`src/hw/rtl/wppr_pkg.sv`:
```
// Shared constants, types and codes for the windowed peak-to-peak rank block.
`default_nettype none

package wppr_pkg;

  localparam int MAX_SAMPLES    = 1024;
  localparam int MAX_RANK       = 16;
  localparam int SAMPLE_BITS    = 16;
  localparam int ADDR_BITS      = $clog2(MAX_SAMPLES);
  localparam int CNT_BITS       = ADDR_BITS + 1;
  localparam int RANK_BITS      = $clog2(MAX_RANK);
  localparam int BOUND_BITS     = 11;
  localparam int SUM_BITS       = CNT_BITS + 2;
  localparam int CFG_DATA_BITS  = 11;

  typedef logic signed [SAMPLE_BITS-1:0] sample_t;
  typedef logic signed [SAMPLE_BITS:0]   diff_t;
  typedef logic [SAMPLE_BITS-1:0]        mag_t;
  typedef logic [ADDR_BITS-1:0]          addr_t;
  typedef logic [CNT_BITS-1:0]           cnt_t;
  typedef logic [RANK_BITS-1:0]          rank_t;
  typedef logic signed [BOUND_BITS-1:0]  bound_t;
  typedef logic signed [SUM_BITS-1:0]    sum_t;
  typedef logic [CFG_DATA_BITS-1:0]      cfg_data_t;

  // Configuration register indexes.
  typedef enum logic [1:0] {
    REG_WIN_START,
    REG_WIN_END,
    REG_RANK_TOP,
    REG_RANK_BOT
  } cfg_reg_t;

  // Result status codes.
  typedef enum logic [1:0] {
    ERR_OK,
    ERR_EMPTY,
    ERR_RANK
  } err_t;

  // Sequencer states.
  typedef enum logic [2:0] {
    ST_LOAD,
    ST_RESOLVE,
    ST_CHECK,
    ST_SCAN,
    ST_FIND,
    ST_DRAIN,
    ST_EMIT
  } state_t;

  // Controls shared by both rank lists.
  typedef struct packed {
    logic    clear;
    logic    ins_en;
    sample_t ins_val;
  } rank_ctl_t;

endpackage

`default_nettype wire

```
`src/hw/rtl/wppr_rank_list.sv`:
```
// Sorted candidate list that keeps the best MAX_RANK values seen in a pass.
`default_nettype none

module wppr_rank_list (
  input  wire logic                clk,
  input  wire logic                rst_n,
  input  wire logic                want_high,
  input  wire wppr_pkg::rank_ctl_t ctl,
  input  wire wppr_pkg::rank_t     rank,
  output      wppr_pkg::sample_t   ranked
);

  wppr_pkg::sample_t                  val_r   [wppr_pkg::MAX_RANK];
  wppr_pkg::sample_t                  val_nxt [wppr_pkg::MAX_RANK];
  logic [wppr_pkg::MAX_RANK-1:0]      vld_r;
  logic [wppr_pkg::MAX_RANK-1:0]      vld_nxt;
  logic [wppr_pkg::MAX_RANK-1:0]      beats;

  // An empty slot or a strictly worse value loses to the incoming one, so an
  // equal value is placed after the entries already holding it.
  always_comb begin
    for (int i = 0; i < wppr_pkg::MAX_RANK; i++) begin
      beats[i] = !vld_r[i] ||
                 (want_high ? (val_r[i] < ctl.ins_val) : (val_r[i] > ctl.ins_val));
    end
  end

  // Insert by shifting every losing entry down one slot.
  always_comb begin
    val_nxt = val_r;
    vld_nxt = vld_r;
    if (ctl.clear) begin
      vld_nxt = '0;
    end else if (ctl.ins_en) begin
      val_nxt[0] = beats[0] ? ctl.ins_val : val_r[0];
      for (int i = 1; i < wppr_pkg::MAX_RANK; i++) begin
        if (beats[i]) begin
          val_nxt[i] = beats[i-1] ? val_r[i-1] : ctl.ins_val;
        end
      end
      vld_nxt = vld_r | {vld_r[wppr_pkg::MAX_RANK-2:0], 1'b1};
    end
  end

  always_ff @(posedge clk) begin
    if (!rst_n) begin
      vld_r <= '0;
    end else begin
      vld_r <= vld_nxt;
    end
  end

  always_ff @(posedge clk) begin
    val_r <= val_nxt;
  end

  assign ranked = val_r[rank];

endmodule

`default_nettype wire

```
`config.mk`:
```
export PLATFORM = sky130hd
export DESIGN_NAME = wppr_rank_list
export DESIGN_NICKNAME = d
export VERILOG_FILES = /design/src/hw/rtl/wppr_pkg.sv /design/src/hw/rtl/wppr_rank_list.sv
export SDC_FILE = /design/constraint.sdc
export NUM_CORES = 1
export LEC_CHECK = 0
export BUFFER_PORTS_ARGS = -buffer_cell sky130_fd_sc_hd__buf_2
export CORE_UTILIZATION = 65
export DETAILED_ROUTE_END_ITERATION = 8
export HOLD_SLACK_MARGIN = 0.1
export PLACE_DENSITY_LB_ADDON = 0.05
export SKIP_LAST_GASP = 1
export SYNTH_ARGS = -nofsm -noshare
export SYNTH_HDL_FRONTEND = slang
export SYNTH_SLANG_ARGS = --single-unit
```
`constraint.sdc`:
```
create_clock -name clk -period 6.15 [get_ports clk]
set_clock_uncertainty 0.05 [all_clocks]
set_input_delay 0.3075 -clock clk [delete_from_list [all_inputs] [get_ports clk]]
set_output_delay 0.3075 -clock clk [all_outputs]
set_load 0.01 [all_outputs]
```
==> results.json <==
{
  "crit_chain": "buf_2 > inv_1 > ha_1 > nand2_1 > or4_1 > a21o_1 > and3_1 > xor2_2 > a21oi_2 > a211oi_2 > buf_4",
  "setup-tns-final_ns": 0,
  "switching_power_mw": 1.47,
  "drive_above_1_share_pct": 21.4,
  "clock-sinks": 272,
  "cts_root_buf": "clkbuf_16",
  "critPathRequiredTime_ns": 6.38,
  "antenna_found_initial": 9,
  "powerDensity_nw_per_um2": 225,
  "hold_depth": 1,
  "r2r_cells": 9,
  "setup_ws_ns": 1.83,
  "hold_viol_final": 0,
  "dp_hpwl_um": 50300,
  "final-setup-viol-count": 0,
  "critical_path_class": "input port to flop",
  "synthesis.instances": 1755,
  "multi_input_area_sq_um": 12400,
  "seq_area_sq_um": 8010,
  "num_vias": 17219,
  "slew_headroom_pct": 14.2,
  "grt_pass1_vias": 16249,
  "cts_setup_buffers": 0,
  "die_y_um": 182,
  "ys_seq_area_share_pct": 38.0,
  "fp.dieArea_sq_um": 33200,
  "fin_nets": 2024,
  "ant_nets": 0,
  "avgSynthCellArea_sq_um": 12.0,
  "r2r_slack_ns": 2.04,
  "track_usage_pct": 44.6,
  "min_to": "val_r[246]",
  "postCtsHoldBufs": 0,
  "synth_edf_count": 256,
  "htreeDepth": 1,
  "end_kind": "flop",
  "synth_common_cells": "edfxtp_1, ha_1, mux2_2",
  "design.portCount": 41,
  "synth_area_leader_cell": "edfxtp_1",
  "min_path_type": "input port to flop",
  "leakage_nw": 8.47,
  "grtUsageMet1_pct": 58.5,
  "fmax_ghz": 0.232,
  "synth-main-ff-cell": "edfxtp_1",
  "p_sw_share_pct": 28.9,
  "combPwrFrac_pct": 19.0,
  "worstSkewPairLatency_ns": 0.59,
  "worstPathMaxFanout": 20,
  "wl_um": 73700,
  "port-buffer-count": 40,
  "grt_start_max_net_pins": 61,
  "clk_path_buf_depth": 3,
  "met3_usage_pct": 13.6,
  "numCtsBuffers": 31,
  "area_growth_pct": 7.23,
  "start_util_pct": 66.5,
  "die_x_um": 182,
  "worstPathArrival_ns": 4.54,
  "grtUsageMet2_pct": 65.7,
  "start_kind": "input port",
  "wl_per_cell_um": 33.9,
  "path_clk_slew_ns": 0.06,
  "period_share_pct": 70.2,
  "place.gp.congestion": 1.01,
  "core_area_sq_um": 31700,
  "synth_area_sq_um": 21100,
  "synth_fp_nets": 2036,
  "ys_seq_elements": 272,
  "worst_pin_slew_ns": 1.29,
  "status": "completed",
  "drc_errors": 0,
  "top_usage_layer": "met2",
  "grt_pass1_wl_um": 107000,
  "vdd_drop_max_v": 0.000272,
  "post-place-ws_ns": 1.40,
  "synth.top_cells.by_area": "edfxtp_1, ha_1, mux4_2",
  "holdCritStartpoint": "ctl[6]",
  "finalMaxSlewViolations": 0,
  "r2r-start": "val_r[111]",
  "rows": 65,
  "drt_iter0_drc": 2127,
  "yosys_warnings": 0,
  "max_cap_violations": 0,
  "grt_overflow": 0,
  "synth_cell_types": 65,
  "p_seq_share_pct": 43.4,
  "avgViaCountPerCell": 7.91,
  "pwr-share-clk_pct": 37.6,
  "synthArstFlopShare_pct": 0,
  "critPathMaxStageDelay_ns": 0.69,
  "nFillCells": 2279,
  "crit_slowest_cell": "xor2_2",
  "fin_crit_ns": 4.32,
  "cts_tree": "yes",
  "worstReg2RegEnd": "val_r[111]",
  "synth_top_area_share_pct": 36.4,
  "intPower_mw": 3.62,
  "whs_ns": 0.193,
  "cts_resized": 0,
  "first_pass_iters": 6,
  "rsz0062_at_grt": "false"
}
routing by layer:
layer / routed length (um) / up-vias
li1: - / 7155
met1: 26100 / 8347
met2: 31000 / 1408
met3: 11400 / 305
met4: 5070 / 4
met5: 32 / -
area by class of cell:
cell class / instances / share of cell area, %
sequential: 272 / 35.4
clock inverter: 20 / 0.985
multi-input combinational: 1310 / 54.7
timing repair buffer: 81 / 2.26
clock buffer: 38 / 3.55
antenna: 6 / 0.0664
inverter: 47 / 0.780
tap: 402 / 2.22
power groups by stage:
stage / Combinational (mW) / Clock [mW] / Sequential, mW
2_1_floorplan: 0.641 / 0 / 2.19
3_3_place_gp: 0.894 / 0 / 2.24
3_5_place_dp: 0.927 / 0 / 2.24
4_1_cts: 0.933 / 1.91 / 2.20
5_1_grt: 1.02 / 1.98 / 2.21
6_report: 0.966 / 1.91 / 2.21
stage by stage:
step / util, % / std cells / power (mW) / instance area (sq um)
2_1_floorplan: - / 1755 / 2.83 / 21100
3_3_place_gp: 68.0 / 2112 / 3.13 / 21600
3_5_place_dp: 68.0 / 2112 / 3.16 / 21600
4_1_cts: 71.3 / 2170 / 5.04 / 22600
5_1_grt: 71.3 / 2171 / 5.21 / 22600
6_report: 71.3 / 2176 / 5.09 / 22600
sequential cells by signal, indices dropped and copies added (netlist names):
signal,flops
vld_r,16
val_r,256
worst max-delay path by stage:
stage                        from    endpoint  slack [ns]
after global routing       ctl[6]  val_r[111]        1.69
final                      ctl[5]  val_r[111]        1.83
after CTS                  ctl[5]   val_r[96]        1.95
after detailed placement   ctl[5]  val_r[100]        1.40
after global placement     ctl[6]  val_r[102]        1.52
after floorplan           ctl[15]  val_r[100]        1.22
placed cells by master, fill, tap and decap left out, types with 33 or more instances in the layout:
| cell type | count |
|---|---|
| a21oi_1 | 116 |
| nand4_1 | 57 |
| a32o_1 | 48 |
| edfxtp_1 | 256 |
| nand3_1 | 33 |
| mux4_2 | 80 |
| ha_1 | 256 |
| buf_2 | 39 |
| o21ai_0 | 35 |
| a221o_1 | 70 |
| nor2_1 | 66 |
| buf_4 | 42 |
| inv_1 | 47 |
| mux2_2 | 150 |
| nand2_1 | 70 |
kinds of logic (layout without fill, tap and decap cells):
family          Yosys count  count (layout)  synth area share [%]
simple gates            363             363                  9.38
compound gates          430             430                  15.3
other cells               0               6                     0
mux                     249             249                  17.5
buf+inv                 173             186                  3.50
fa+ha+maj               256             256                  15.2
xor+xnor                 12              12                  1.18
flops                   272             272                  38.0
critical path: cells and delay by family:
| kind | cells | cell delay, ns |
|---|---|---|
| simple gates | 3 | 0.86 |
| compound gates | 3 | 0.84 |
| fa+ha+maj | 1 | 0.52 |
| buf+inv | 3 | 1.30 |
| xor+xnor | 1 | 0.69 |
Note: power is estimated with default switching activity, not from simulation.
